[src/hdl/assert_macros.svh]
// ----------------------------------------------------------------------------
// Assertion macros
// Shared concurrent assertion forms, clocked on clk and disabled in reset.
// ----------------------------------------------------------------------------
`ifndef ASSERT_MACROS_SVH
`define ASSERT_MACROS_SVH

// A condition that must hold at every clock edge outside reset.
`define ASSERT_ALWAYS(label, prop, msg) \
  label: assert property (@(posedge clk) disable iff (!rst_n) (prop)) \
    else $error(msg);

// A consequence that must hold in the same cycle as its antecedent.
`define ASSERT_IMPLY(label, ante, cons, msg) \
  label: assert property (@(posedge clk) disable iff (!rst_n) (ante) |-> (cons)) \
    else $error(msg);

`endif

[src/hdl/dsip_pkg.sv]
// ----------------------------------------------------------------------------
// dsip_pkg
// Types and constants shared by the decimal text parser modules.
// ----------------------------------------------------------------------------
package dsip_pkg;

  localparam logic [7:0] CH_NUL   = 8'h00;
  localparam logic [7:0] CH_TAB   = 8'h09;
  localparam logic [7:0] CH_CR    = 8'h0D;
  localparam logic [7:0] CH_SPACE = 8'h20;
  localparam logic [7:0] CH_MINUS = 8'h2D;
  localparam logic [7:0] CH_POINT = 8'h2E;
  localparam logic [7:0] CH_ZERO  = 8'h30;
  localparam logic [7:0] CH_NINE  = 8'h39;
  localparam logic [7:0] CH_UP_E  = 8'h45;
  localparam logic [7:0] CH_LOW_E = 8'h65;

  // Configuration register indexes.
  localparam logic [1:0] CFG_WIDTH_SEL = 2'd0;
  localparam logic [1:0] CFG_STRICT    = 2'd1;

  // Queue between the classifier and the parser.
  localparam int QDEPTH = 4;
  localparam int QAW    = 2;

  // Quotient bits produced per cycle by the divide-by-ten unit.
  localparam int DIV_BITS = 8;

  typedef enum logic [2:0] {
    CL_NONE,
    CL_DIGIT,
    CL_BLANK,
    CL_POINT,
    CL_EXP,
    CL_MINUS,
    CL_NUL,
    CL_OTHER
  } char_class_t;

  typedef struct packed {
    char_class_t cls;
    logic [3:0]  digit;
    logic        last;
  } qent_t;

  typedef struct packed {
    logic  push;
    qent_t ent;
  } q_push_t;

  typedef struct packed {
    logic  valid;
    qent_t ent;
  } q_head_t;

  typedef struct packed {
    logic [1:0] width_sel;
    logic       strict_mode;
  } cfg_t;

endpackage

[src/hdl/dsip_front.sv]
// ----------------------------------------------------------------------------
// dsip_front
// Accepts input words and classifies each character for the parser queue.
// ----------------------------------------------------------------------------
module dsip_front (
  input  logic              in_tvalid,
  output logic              in_tready,
  input  logic [7:0]        in_tdata,   // [7:0] ch
  input  logic              in_tuser,   // [0] has_char
  input  logic              in_tlast,
  input  logic              q_full,
  output dsip_pkg::q_push_t push
);
  import dsip_pkg::*;

  char_class_t cls;

  always_comb begin
    if (!in_tuser) begin
      cls = CL_NONE;
    end else if (in_tdata == CH_NUL) begin
      cls = CL_NUL;
    end else if (in_tdata >= CH_ZERO && in_tdata <= CH_NINE) begin
      cls = CL_DIGIT;
    end else if (in_tdata == CH_SPACE || (in_tdata >= CH_TAB && in_tdata <= CH_CR)) begin
      cls = CL_BLANK;
    end else if (in_tdata == CH_POINT) begin
      cls = CL_POINT;
    end else if (in_tdata == CH_LOW_E || in_tdata == CH_UP_E) begin
      cls = CL_EXP;
    end else if (in_tdata == CH_MINUS) begin
      cls = CL_MINUS;
    end else begin
      cls = CL_OTHER;
    end
  end

  assign in_tready = !q_full;

  // A word without a character that does not end the text changes nothing,
  // so it is dropped here rather than queued.
  assign push.push      = in_tvalid && !q_full && (in_tuser || in_tlast);
  assign push.ent.cls   = cls;
  assign push.ent.digit = (cls == CL_DIGIT) ? in_tdata[3:0] : 4'd0;
  assign push.ent.last  = in_tlast;

endmodule

[src/hdl/dsip_queue.sv]
// ----------------------------------------------------------------------------
// dsip_queue
// Short first-in first-out queue of classified characters.
// ----------------------------------------------------------------------------
module dsip_queue (
  input  logic              clk,
  input  logic              rst_n,
  input  dsip_pkg::q_push_t push,
  output logic              full,
  output dsip_pkg::q_head_t head,
  input  logic              pop
);
  import dsip_pkg::*;

  qent_t          slots_r [QDEPTH];
  logic [QAW-1:0] wp_r, wp_nxt;
  logic [QAW-1:0] rp_r, rp_nxt;
  logic [QAW:0]   cnt_r, cnt_nxt;
  logic           do_push, do_pop;

  assign full       = (cnt_r == (QAW+1)'(QDEPTH));
  assign head.valid = (cnt_r != '0);
  assign head.ent   = slots_r[rp_r];

  assign do_push = push.push && !full;
  assign do_pop  = pop && head.valid;

  always_comb begin
    wp_nxt  = do_push ? wp_r + QAW'(1) : wp_r;
    rp_nxt  = do_pop  ? rp_r + QAW'(1) : rp_r;
    cnt_nxt = cnt_r;
    if (do_push && !do_pop) begin
      cnt_nxt = cnt_r + (QAW+1)'(1);
    end else if (do_pop && !do_push) begin
      cnt_nxt = cnt_r - (QAW+1)'(1);
    end
  end

  always_ff @(posedge clk) begin
    if (!rst_n) begin
      wp_r  <= '0;
      rp_r  <= '0;
      cnt_r <= '0;
    end else begin
      wp_r  <= wp_nxt;
      rp_r  <= rp_nxt;
      cnt_r <= cnt_nxt;
    end
  end

  always_ff @(posedge clk) begin
    if (do_push) begin
      slots_r[wp_r] <= push.ent;
    end
  end

endmodule

[src/hdl/dsip_back.sv]
// ----------------------------------------------------------------------------
// dsip_back
// Parse sequencer: accumulates digits, applies the exponent, holds the result.
// ----------------------------------------------------------------------------
module dsip_back #(
  parameter int MAX_WIDTH = 64
) (
  input  logic              clk,
  input  logic              rst_n,
  input  dsip_pkg::cfg_t    cfg,
  input  dsip_pkg::q_head_t head,
  output logic              pop,
  output logic              out_tvalid,
  input  logic              out_tready,
  output logic [63:0]       out_tdata,
  output logic              out_tuser
);
  import dsip_pkg::*;

  localparam int AW   = MAX_WIDTH;
  localparam int XW   = AW + 4;
  localparam int NDIV = (AW + DIV_BITS - 1) / DIV_BITS;
  localparam int DW   = NDIV * DIV_BITS;
  localparam int DCW  = (NDIV > 1) ? $clog2(NDIV) : 1;

  typedef enum logic [9:0] {
    PH_LEAD     = 10'b00_0000_0001,
    PH_MANT     = 10'b00_0000_0010,
    PH_FRAC     = 10'b00_0000_0100,
    PH_TRAIL    = 10'b00_0000_1000,
    PH_EXPSTART = 10'b00_0001_0000,
    PH_EXP      = 10'b00_0010_0000,
    PH_EXPFRAC  = 10'b00_0100_0000,
    PH_EXPTRAIL = 10'b00_1000_0000,
    PH_FAIL     = 10'b01_0000_0000,
    PH_DONE     = 10'b10_0000_0000
  } phase_t;

  typedef enum logic [4:0] {
    SQ_TAKE  = 5'b00001,
    SQ_FIN   = 5'b00010,
    SQ_SCALE = 5'b00100,
    SQ_DIV   = 5'b01000,
    SQ_RES   = 5'b10000
  } seq_t;

  seq_t                 seq_r, seq_nxt;
  phase_t               phase_r, phase_nxt;
  logic signed [AW-1:0] accum_r, accum_nxt;
  logic                 neg_r, neg_nxt;
  logic                 saw_r, saw_nxt;
  logic [5:0]           exp_r, exp_nxt;
  logic                 exp_neg_r, exp_neg_nxt;
  logic                 exp_dig_r, exp_dig_nxt;
  logic [5:0]           k_r, k_nxt;
  logic                 emit_r, emit_nxt;
  logic                 res_ok_r, res_ok_nxt;
  logic [DW-1:0]        dq_r, dq_nxt;
  logic [3:0]           drem_r, drem_nxt;
  logic [DCW-1:0]       dc_r, dc_nxt;
  logic                 dneg_r, dneg_nxt;
  logic                 out_valid_r, out_valid_nxt;
  logic [63:0]          out_value_r, out_value_nxt;
  logic                 out_ok_r, out_ok_nxt;

  int                   eff_w;
  logic signed [XW-1:0] hi_x, lo_x;
  logic signed [XW-1:0] acc_x, mul10_x, dig_x, sum_x;
  logic                 dig_ovf, mul_ovf;
  logic [9:0]           e_sum;
  logic [AW-1:0]        mag;
  logic [DW-1:0]        q_w;
  logic [3:0]           r_w;
  logic [4:0]           t_w;
  logic [AW-1:0]        quo;
  logic                 active, handled, out_free;
  char_class_t          cls;

  // Range limits of the selected target width.
  always_comb begin
    eff_w = 8 << cfg.width_sel;
    if (eff_w > AW) begin
      eff_w = AW;
    end
    hi_x = (XW'(1) <<< (eff_w - 1)) - XW'(1);
    lo_x = -hi_x - XW'(1);
  end

  // Times ten, plus or minus a digit, with the bound check on the wide sum.
  assign acc_x   = XW'(accum_r);
  assign mul10_x = (acc_x <<< 3) + (acc_x <<< 1);
  assign dig_x   = XW'(head.ent.digit);
  assign sum_x   = neg_r ? mul10_x - dig_x : mul10_x + dig_x;
  assign dig_ovf = neg_r ? (sum_x < lo_x) : (sum_x > hi_x);
  assign mul_ovf = (mul10_x > hi_x) || (mul10_x < lo_x);

  assign e_sum = (10'(exp_r) << 3) + (10'(exp_r) << 1) + 10'(head.ent.digit);
  assign mag   = accum_r[AW-1] ? AW'(-accum_r) : AW'(accum_r);

  // Restoring division by ten, several quotient bits per cycle.
  always_comb begin
    q_w = dq_r;
    r_w = drem_r;
    t_w = '0;
    for (int i = 0; i < DIV_BITS; i++) begin
      t_w = {r_w, q_w[DW-1]};
      q_w = {q_w[DW-2:0], 1'b0};
      if (t_w >= 5'd10) begin
        r_w    = 4'(t_w - 5'd10);
        q_w[0] = 1'b1;
      end else begin
        r_w = t_w[3:0];
      end
    end
  end

  assign quo      = q_w[AW-1:0];
  assign cls      = head.ent.cls;
  assign out_free = !out_valid_r || out_tready;
  assign active   = (phase_r != PH_FAIL) && (phase_r != PH_DONE);
  assign pop      = (seq_r == SQ_TAKE) && head.valid;

  always_comb begin
    seq_nxt       = seq_r;
    phase_nxt     = phase_r;
    accum_nxt     = accum_r;
    neg_nxt       = neg_r;
    saw_nxt       = saw_r;
    exp_nxt       = exp_r;
    exp_neg_nxt   = exp_neg_r;
    exp_dig_nxt   = exp_dig_r;
    k_nxt         = k_r;
    emit_nxt      = emit_r;
    res_ok_nxt    = res_ok_r;
    dq_nxt        = dq_r;
    drem_nxt      = drem_r;
    dc_nxt        = dc_r;
    dneg_nxt      = dneg_r;
    out_valid_nxt = out_valid_r && !out_tready;
    out_value_nxt = out_value_r;
    out_ok_nxt    = out_ok_r;
    handled       = 1'b0;

    case (seq_r)
      SQ_TAKE: begin
        if (head.valid) begin
          emit_nxt = head.ent.last;
          if (active && cls != CL_NONE && cls != CL_NUL) begin
            if (phase_nxt == PH_LEAD) begin
              if (cls == CL_BLANK) begin
                handled = 1'b1;
              end else begin
                phase_nxt = PH_MANT;
                if (cls == CL_MINUS) begin
                  neg_nxt = 1'b1;
                  handled = 1'b1;
                end
              end
            end
            if (!handled && phase_nxt == PH_EXPSTART) begin
              phase_nxt = PH_EXP;
              if (cls == CL_MINUS) begin
                exp_neg_nxt = 1'b1;
                handled     = 1'b1;
              end
            end
            if (!handled) begin
              case (phase_nxt)
                PH_MANT: begin
                  if (cls == CL_DIGIT) begin
                    if (dig_ovf) begin
                      phase_nxt = PH_FAIL;
                    end else begin
                      accum_nxt = sum_x[AW-1:0];
                      saw_nxt   = 1'b1;
                    end
                  end else if (cls == CL_POINT) begin
                    phase_nxt = cfg.strict_mode ? PH_FAIL : PH_FRAC;
                  end else if (cls == CL_BLANK) begin
                    phase_nxt = PH_TRAIL;
                  end else if (cls == CL_EXP) begin
                    phase_nxt = PH_EXPSTART;
                  end else begin
                    phase_nxt = PH_FAIL;
                  end
                end
                PH_EXP: begin
                  if (cls == CL_DIGIT) begin
                    exp_nxt     = (e_sum > 10'd63) ? 6'd63 : e_sum[5:0];
                    exp_dig_nxt = 1'b1;
                  end else if (cls == CL_POINT) begin
                    phase_nxt = cfg.strict_mode ? PH_FAIL : PH_EXPFRAC;
                  end else if (cls == CL_BLANK) begin
                    phase_nxt = PH_EXPTRAIL;
                  end else begin
                    phase_nxt = PH_FAIL;
                  end
                end
                PH_FRAC, PH_EXPFRAC: begin
                  if (cls != CL_DIGIT) begin
                    phase_nxt = PH_FAIL;
                  end
                end
                PH_TRAIL, PH_EXPTRAIL: begin
                  if (cls != CL_BLANK) begin
                    phase_nxt = PH_FAIL;
                  end
                end
                default: begin
                end
              endcase
            end
          end
          // A zero byte ends the text early; the last word always settles it.
          if (head.ent.last || (active && cls == CL_NUL)) begin
            seq_nxt = SQ_FIN;
          end
        end
      end

      SQ_FIN: begin
        case (phase_r)
          PH_MANT: begin
            res_ok_nxt = saw_r;
            if (!saw_r) begin
              accum_nxt = '0;
            end
            seq_nxt = SQ_RES;
          end
          PH_FRAC, PH_TRAIL, PH_DONE: begin
            res_ok_nxt = 1'b1;
            seq_nxt    = SQ_RES;
          end
          PH_EXP: begin
            if (exp_dig_r) begin
              k_nxt   = '0;
              seq_nxt = SQ_SCALE;
            end else begin
              res_ok_nxt = 1'b0;
              accum_nxt  = '0;
              seq_nxt    = SQ_RES;
            end
          end
          PH_EXPFRAC, PH_EXPTRAIL: begin
            k_nxt   = '0;
            seq_nxt = SQ_SCALE;
          end
          default: begin
            res_ok_nxt = 1'b0;
            accum_nxt  = '0;
            seq_nxt    = SQ_RES;
          end
        endcase
      end

      SQ_SCALE: begin
        if (k_r >= exp_r || accum_r == '0) begin
          res_ok_nxt = 1'b1;
          seq_nxt    = SQ_RES;
        end else if (exp_neg_r) begin
          dq_nxt   = DW'(mag);
          drem_nxt = '0;
          dc_nxt   = '0;
          dneg_nxt = accum_r[AW-1];
          seq_nxt  = SQ_DIV;
        end else if (mul_ovf) begin
          res_ok_nxt = 1'b0;
          accum_nxt  = '0;
          seq_nxt    = SQ_RES;
        end else begin
          accum_nxt = mul10_x[AW-1:0];
          k_nxt     = k_r + 6'd1;
        end
      end

      SQ_DIV: begin
        dq_nxt   = q_w;
        drem_nxt = r_w;
        dc_nxt   = dc_r + DCW'(1);
        if (dc_r == DCW'(NDIV - 1)) begin
          accum_nxt = dneg_r ? signed'(AW'(-quo)) : signed'(quo);
          k_nxt     = k_r + 6'd1;
          seq_nxt   = SQ_SCALE;
        end
      end

      SQ_RES: begin
        if (emit_r) begin
          if (out_free) begin
            out_valid_nxt = 1'b1;
            out_value_nxt = 64'(accum_r);
            out_ok_nxt    = res_ok_r;
            phase_nxt     = PH_LEAD;
            accum_nxt     = '0;
            neg_nxt       = 1'b0;
            saw_nxt       = 1'b0;
            exp_nxt       = '0;
            exp_neg_nxt   = 1'b0;
            exp_dig_nxt   = 1'b0;
            seq_nxt       = SQ_TAKE;
          end
        end else begin
          phase_nxt = res_ok_r ? PH_DONE : PH_FAIL;
          seq_nxt   = SQ_TAKE;
        end
      end

      default: begin
        seq_nxt = SQ_TAKE;
      end
    endcase
  end

  always_ff @(posedge clk) begin
    if (!rst_n) begin
      seq_r       <= SQ_TAKE;
      phase_r     <= PH_LEAD;
      accum_r     <= '0;
      neg_r       <= 1'b0;
      saw_r       <= 1'b0;
      exp_r       <= '0;
      exp_neg_r   <= 1'b0;
      exp_dig_r   <= 1'b0;
      out_valid_r <= 1'b0;
    end else begin
      seq_r       <= seq_nxt;
      phase_r     <= phase_nxt;
      accum_r     <= accum_nxt;
      neg_r       <= neg_nxt;
      saw_r       <= saw_nxt;
      exp_r       <= exp_nxt;
      exp_neg_r   <= exp_neg_nxt;
      exp_dig_r   <= exp_dig_nxt;
      out_valid_r <= out_valid_nxt;
    end
  end

  always_ff @(posedge clk) begin
    k_r         <= k_nxt;
    emit_r      <= emit_nxt;
    res_ok_r    <= res_ok_nxt;
    dq_r        <= dq_nxt;
    drem_r      <= drem_nxt;
    dc_r        <= dc_nxt;
    dneg_r      <= dneg_nxt;
    out_value_r <= out_value_nxt;
    out_ok_r    <= out_ok_nxt;
  end

  assign out_tvalid = out_valid_r;
  assign out_tdata  = out_value_r;
  assign out_tuser  = out_ok_r;

endmodule

[src/hdl/decimal_string_to_int_parser.sv]
// ----------------------------------------------------------------------------
// decimal_string_to_int_parser
// Streaming decimal text to signed integer converter with range check.
// ----------------------------------------------------------------------------
// Usage: text arrives one character per word on the in_ channel; in_tuser
// says whether the word carries a character and in_tlast marks the final
// word of the text. For each text one word leaves on the out_ channel with
// the signed value in out_tdata and the ok flag in out_tuser.
// Throughput: one character word per cycle, set by the single digit step of
// the parse sequencer, while it is taking words rather than closing a text.
// After the final word the sequencer passes through a verdict state and a
// result hand-over state. An exponent adds a closing scale check and a
// multiply by ten per positive exponent step; a negative exponent step runs
// the divide-by-ten unit, which produces eight quotient bits a cycle. Scaling
// stops early once the value reaches zero and the result is handed over.
// A four-entry queue separates the classifier from the sequencer, so input
// keeps flowing while the exponent is applied or the receiver stalls; the
// result waits in its output register and in_tready falls once the queue
// fills. Reset sets width_sel to 64 bits and strict_mode off, empties the
// queue and returns the parser to the leading space phase; no clearing pass.
// Configuration words (cfg_index, cfg_data) are always accepted.
// ----------------------------------------------------------------------------
`include "assert_macros.svh"

module decimal_string_to_int_parser #(
  parameter int MAX_WIDTH = 64
) (
  input  logic        clk,
  input  logic        rst_n,
  input  logic        in_tvalid,
  output logic        in_tready,
  input  logic [7:0]  in_tdata,    // [7:0] ch
  input  logic        in_tuser,    // [0] has_char
  input  logic        in_tlast,    // last
  output logic        out_tvalid,
  input  logic        out_tready,
  output logic [63:0] out_tdata,   // [63:0] value
  output logic        out_tuser,   // [0] ok
  input  logic        cfg_valid,
  output logic        cfg_ready,
  input  logic [1:0]  cfg_index,
  input  logic [1:0]  cfg_data
);
  import dsip_pkg::*;

  cfg_t    cfg_r, cfg_nxt;
  q_push_t push;
  q_head_t head;
  logic    q_full;
  logic    pop;
  logic    fits_8, fits_16;

  // Configuration registers. Writes to an index outside the map are dropped.
  assign cfg_ready = 1'b1;

  always_comb begin
    cfg_nxt = cfg_r;
    if (cfg_valid) begin
      case (cfg_index)
        CFG_WIDTH_SEL: cfg_nxt.width_sel   = cfg_data;
        CFG_STRICT:    cfg_nxt.strict_mode = cfg_data[0];
        default: begin
        end
      endcase
    end
  end

  always_ff @(posedge clk) begin
    if (!rst_n) begin
      cfg_r.width_sel   <= 2'd3;
      cfg_r.strict_mode <= 1'b0;
    end else begin
      cfg_r <= cfg_nxt;
    end
  end

  // The front end classifies each character and drops words that carry
  // nothing, so the sequencer only sees work that matters.
  dsip_front u_front (
    .in_tvalid (in_tvalid),
    .in_tready (in_tready),
    .in_tdata  (in_tdata),
    .in_tuser  (in_tuser),
    .in_tlast  (in_tlast),
    .q_full    (q_full),
    .push      (push)
  );

  dsip_queue u_queue (
    .clk   (clk),
    .rst_n (rst_n),
    .push  (push),
    .full  (q_full),
    .head  (head),
    .pop   (pop)
  );

  // The back end runs the parse phases and the exponent scaling, and owns
  // the output register.
  dsip_back #(
    .MAX_WIDTH (MAX_WIDTH)
  ) u_back (
    .clk        (clk),
    .rst_n      (rst_n),
    .cfg        (cfg_r),
    .head       (head),
    .pop        (pop),
    .out_tvalid (out_tvalid),
    .out_tready (out_tready),
    .out_tdata  (out_tdata),
    .out_tuser  (out_tuser)
  );

  // The output word read as a sign-extended 8-bit or 16-bit value.
  assign fits_8  = (out_tdata[63:7] == {57{out_tdata[7]}});
  assign fits_16 = (out_tdata[63:15] == {49{out_tdata[15]}});

  // A rejected text always reports zero.
  `ASSERT_IMPLY(a_fail_is_zero, out_tvalid, out_tuser || out_tdata == 64'd0, "fail not zero")
  // A result fits the selected 8-bit or 16-bit width as a sign-extended value.
  `ASSERT_IMPLY(a_range_8, out_tvalid && cfg_r.width_sel == 2'd0, fits_8, "over 8-bit range")
  `ASSERT_IMPLY(a_range_16, out_tvalid && cfg_r.width_sel == 2'd1, fits_16, "over 16-bit range")

endmodule

[config.mk]
export PLATFORM = sky130hd
export DESIGN_NAME = decimal_string_to_int_parser
export DESIGN_NICKNAME = d
export VERILOG_FILES = /design/src/hdl/dsip_pkg.sv /design/src/hdl/dsip_front.sv /design/src/hdl/dsip_queue.sv /design/src/hdl/dsip_back.sv /design/src/hdl/decimal_string_to_int_parser.sv
export VERILOG_INCLUDE_DIRS = /design/src /design/src/hdl
export SDC_FILE = /design/constraint.sdc
export NUM_CORES = 1
export LEC_CHECK = 0
export ABC_AREA = 1
export BUFFER_PORTS_ARGS = -buffer_cell sky130_fd_sc_hd__buf_4
export CAP_MARGIN = 20
export CORE_MARGIN = 2
export CORE_UTILIZATION = 55
export CTS_BUF_LIST = sky130_fd_sc_hd__clkbuf_8 sky130_fd_sc_hd__clkbuf_16
export DETAILED_ROUTE_END_ITERATION = 7
export GPL_TIMING_DRIVEN = 0
export PLACE_DENSITY = 0.72
export REMOVE_ABC_BUFFERS = 1
export SLEW_MARGIN = 20
export SYNTH_ARGS = -nofsm -noshare
export SYNTH_HDL_FRONTEND = slang
export SYNTH_HIERARCHICAL = 1
export SYNTH_SLANG_ARGS = --single-unit
[constraint.sdc]
create_clock -name clk -period 19.35 [get_ports clk]
set_clock_uncertainty 0.2 [all_clocks]
set_input_delay 3.87 -clock clk [delete_from_list [all_inputs] [get_ports clk]]
set_output_delay 3.87 -clock clk [all_outputs]
set_load 0.05 [all_outputs]
==> results.md <==
- The minimum clock period after layout is 10.15 ns.
- After global routing the overflow that remains totals 0.
- The post-detailed-placement cell area is about 32000 sq um.
- The part of the Yosys area used for sequential elements is 0.2409.
- The max-cap check violation count is 0.
- After synthesis, the share of flip-flops with an asynchronous set or reset is 0.
- In this run the vertical extent of the chip is 239.7 um.
- The total setup buffers inserted after CTS is 0.
- In the post-synthesis netlist, the cell with the most instances is sky130_fd_sc_hd__nand2_1.
- At the end of routability-driven placement, the weighted congestion stood at 1.000.
- The core region is around 55000 sq um.
- The cell count after synthesis came out at 4442.
- On the final layout, the worst hold slack is between 0.2 and 0.3 ns.
- The finished cells cover 33480 sq um.
- The path type of the worst min-delay path is reg -> reg.
- At the pin with the least slew margin, the transition time is ~1.1 ns.
- The number of buffers added on ports is between 80 and 90.
- The fraction of final layout cells with drive strength greater than 1 is 0.07679.
- The number of global-route vias before repair was about 28000.
- A synthesized cell averages approximately 6.9 sq um.
- The number of core rows is 86.
- The number of buffers on the longest clock path is 3.
- In this run the worst path has a maximum fanout of 17.
- The number of antenna violations at the first check in global routing is 0.
- The data required time of the critical path is 19.68 ns.
- CTS built an H-tree with a depth of 1.
- Dividing the detail-routed wire length by the instance count gives 19.50 um.
- Summing every instance area after synthesis gives 30540 sq um.
- The remaining antenna violation count after routing is 0.
- The count of endpoints failing hold in the final timing report is 0.
- The number of pins exceeding their max-slew limit in the final report was 0.
- The highest clock rate is 98.49 MHz.
- The slowest stage of the critical path belongs to the cell sky130_fd_sc_hd__o22ai_1.
- In the routed layout, each cell is associated on average with a via count of 5.852.
- The initial utilization of the core area, before any placement, comes to 0.5555.
- Counting stages on the worst path, the most repeated cell is sky130_fd_sc_hd__nand2_1.
- Across the VDD grid, the largest voltage drop is roughly 0.099 mV.
- The number of synthesized register bits is 279.
- After clock tree synthesis, the clock-pin slew on the worst setup and hold paths is 0.07 ns.
- Wires add up to 103300 um.
- The data arrival at the endpoint of the critical path is 10.48 ns.
- By area the synthesized netlist is led by sky130_fd_sc_hd__edfxtp_1, sky130_fd_sc_hd__ha_1, sky130_fd_sc_hd__nand2_1, sky130_fd_sc_hd__nor2_1, sky130_fd_sc_hd__inv_1.
- The number of hold-repair buffers added at the cts stage is 0.
- In this run, synthesis inferred 177 flip-flops with an integrated enable.
- Power spread over the standard cell area amounts to 130.3 nW/um^2.
- The die extent in x is 239.7 um.
- The run finished with clean final reports.
- The insertion delay to the later sink of the worst-skew pair is between 0.6 and 0.7 ns.
- The maximum number of pins on one net before global-route repair is 85.
- Detailed routing inserted a total of 30990 vias.
- On the worst path, the slowest cell contributes a delay of 0.61 ns.
- For this run, the detailed router's first-pass iteration total came to 6.
- Sorting the synthesized cells by how often they occur yields sky130_fd_sc_hd__nand2_1, sky130_fd_sc_hd__nor2_1, sky130_fd_sc_hd__inv_1.
- The root buffer selected by CTS is sky130_fd_sc_hd__clkbuf_16.
- For this design the static power due to leakage is 0.01523 uW.
- The number of DRC violations after detailed routing is 0.
- For this design, the sink count on the clock tree is 279.
- The type of destination of the critical path is a flop.
- The worst max-slew margin expressed relative to the limit is 0.2641.
- The number of distinct library cells after synthesis is 85.
- The TritonCTS clock tree is built.
- Relative to the synthesized area, the layout overhead comes to 9.623%.
- The startpoint kind of the worst setup timing path is a flop.
- Once layout is complete, the utilization of the core stands at 0.6089.
- The number of nets in the layout is around 5000.
- The post-cts sizing count is 0.
- In the global route stage, met3 resource usage came out at 0.05129.
- The number of buffers created by CTS is 31.
- Setup repair after global routing left no endpoint under its margin.
- The wire-length estimate of the detail-placed layout is between 80000 and 90000 um.
- The final period utilization is 0.5247.
- The setup violation total in the final timing report is 0.
- The detailed router finished its first iteration with about 3200 violations.
- The fraction of synthesized cell area taken by the top area cell type is 0.1740.
- The leading area contributor after synthesis is sky130_fd_sc_hd__edfxtp_1.
- Pin placement for this block handled 87 I/O pins.
- The worst setup path is of the reg -> reg kind.
- met2 is the most crowded layer.
- The first-pass GRT wire length is approximately 160000 um.
- The global-route met2 utilization is 0.5431.
- The filler cells instantiated in the layout total 5364.
- The count of yosys warnings during synthesis is 6.
- In the synthesized netlist the dominant register cell turns out to be sky130_fd_sc_hd__edfxtp_1.
- For this run, global-route usage on met1 was measured as 0.4933.
- The all-layer global routing usage is 0.3517.
- The floorplan step defined a die boundary enclosing 57430 sq um.
critical path, delay by kind of cell (launching register included):
family	cells	cell delay, ns
and+or+nand+nor	29	5.31
AOI/OAI and AO/OA	6	1.64
xor gates and xnor gates	1	0.35
buffers and inverters	9	1.41
DFF	1	0.49
adders and majority gates	2	0.64
per-layer routing:
| layer | routed length, um | up-vias | share of wire |
|---|---|---|---|
| li1 | - | 15160 | - |
| met1 | 44390 | 14280 | 0.43 |
| met2 | 44370 | 1374 | 0.43 |
| met3 | 10120 | 172 | 0.098 |
| met4 | 4371 | 0 | 0.042 |
| met5 | 0 | - | 0 |
path summary, 6_finish.rpt:
check                                              startpoint                               to  slack, ns  depth (start not counted)
worst max register to register                           flop  u_back/accum_r[41]$_SDFFE_PN0P_       9.20                         47
worst min register to register  u_back/exp_dig_r$_SDFFE_PN0P_    u_back/exp_dig_r$_SDFFE_PN0P_       0.27                          2
worst max-delay path                                     flop  u_back/accum_r[41]$_SDFFE_PN0P_       9.20                         47
worst min-delay path            u_back/exp_dig_r$_SDFFE_PN0P_    u_back/exp_dig_r$_SDFFE_PN0P_       0.27                          2
flip-flops by register name (all words and copies together) (netlist names), 4 cells and up, named ones only:
register	cells
u_back/accum_r	64
u_back/dq_r	64
u_back/out_tdata	64
u_queue/slots_r	32
u_back/phase_r	10
u_back/exp_r	6
u_back/k_r	6
u_back/seq_r	5
u_back/drem_r	4
power by group:
part | total [uW] | internal [uW] | switching, uW
clock | 656 | 381 | 275
sequential | 887 | 744 | 144
combinational | 2820 | 879 | 1940
total | 4360 | 2000 | 2360
placed cells by master, fill, tap and decap left out, drive strengths merged, types with 39 or more instances in the layout:
cell type	instances
a21oi	327
o211ai	48
buf	127
nor3	102
dfxtp	102
nor4	74
xor2	154
ha	346
nor2	656
edfxtp	177
inv	664
nand2	733
nand4	114
o21ai	259
nand3	274
xnor2	39
layout make-up:
class / count / area (sq um) / area share
Timing Repair Buffer: 127 / 1270 / 0.03793
Inverter: 668 / 2530 / 0.07556
Sequential cell: 279 / 7360 / 0.2198
Tap cell: 748 / 935.9 / 0.02795
Multi-Input combinational cell: 3413 / 20260 / 0.6052
Antenna cell: 2 / 5.005 / 0.0001495
Clock buffer: 32 / 789.5 / 0.02358
Clock inverter: 26 / 329.1 / 0.009828
kinds of logic (layout without fill, tap and decap cells):
family	Yosys count	in the layout	share of synthesized area
multiplexers	2	2	0.0006555
AO/OA/AOI/OAI	838	838	0.1617
XOR/XNOR	193	193	0.05608
buffers and inverters	764	853	0.09918
other	3	19	0.0003687
adder cells (fa/ha/maj)	352	352	0.1457
flip-flops	279	279	0.2409
AND/OR/NAND/NOR	2011	2011	0.2955
metrics by stage:
stage / power [uW] / setup WS [ns] / TNS, ns / cells
global route: 4690 / 8.529 / 0 / 5293
detailed placement: 3625 / 9.410 / 0 / 5235
finish: 4361 / 9.196 / 0 / 5295
CTS: 4289 / 9.366 / 0 / 5293
global placement: 3554 / -9.482 / -1124.87 / 5193
floorplan: 2802 / 2.322 / 0 / 4360
(Power assumes the default switching activity.)
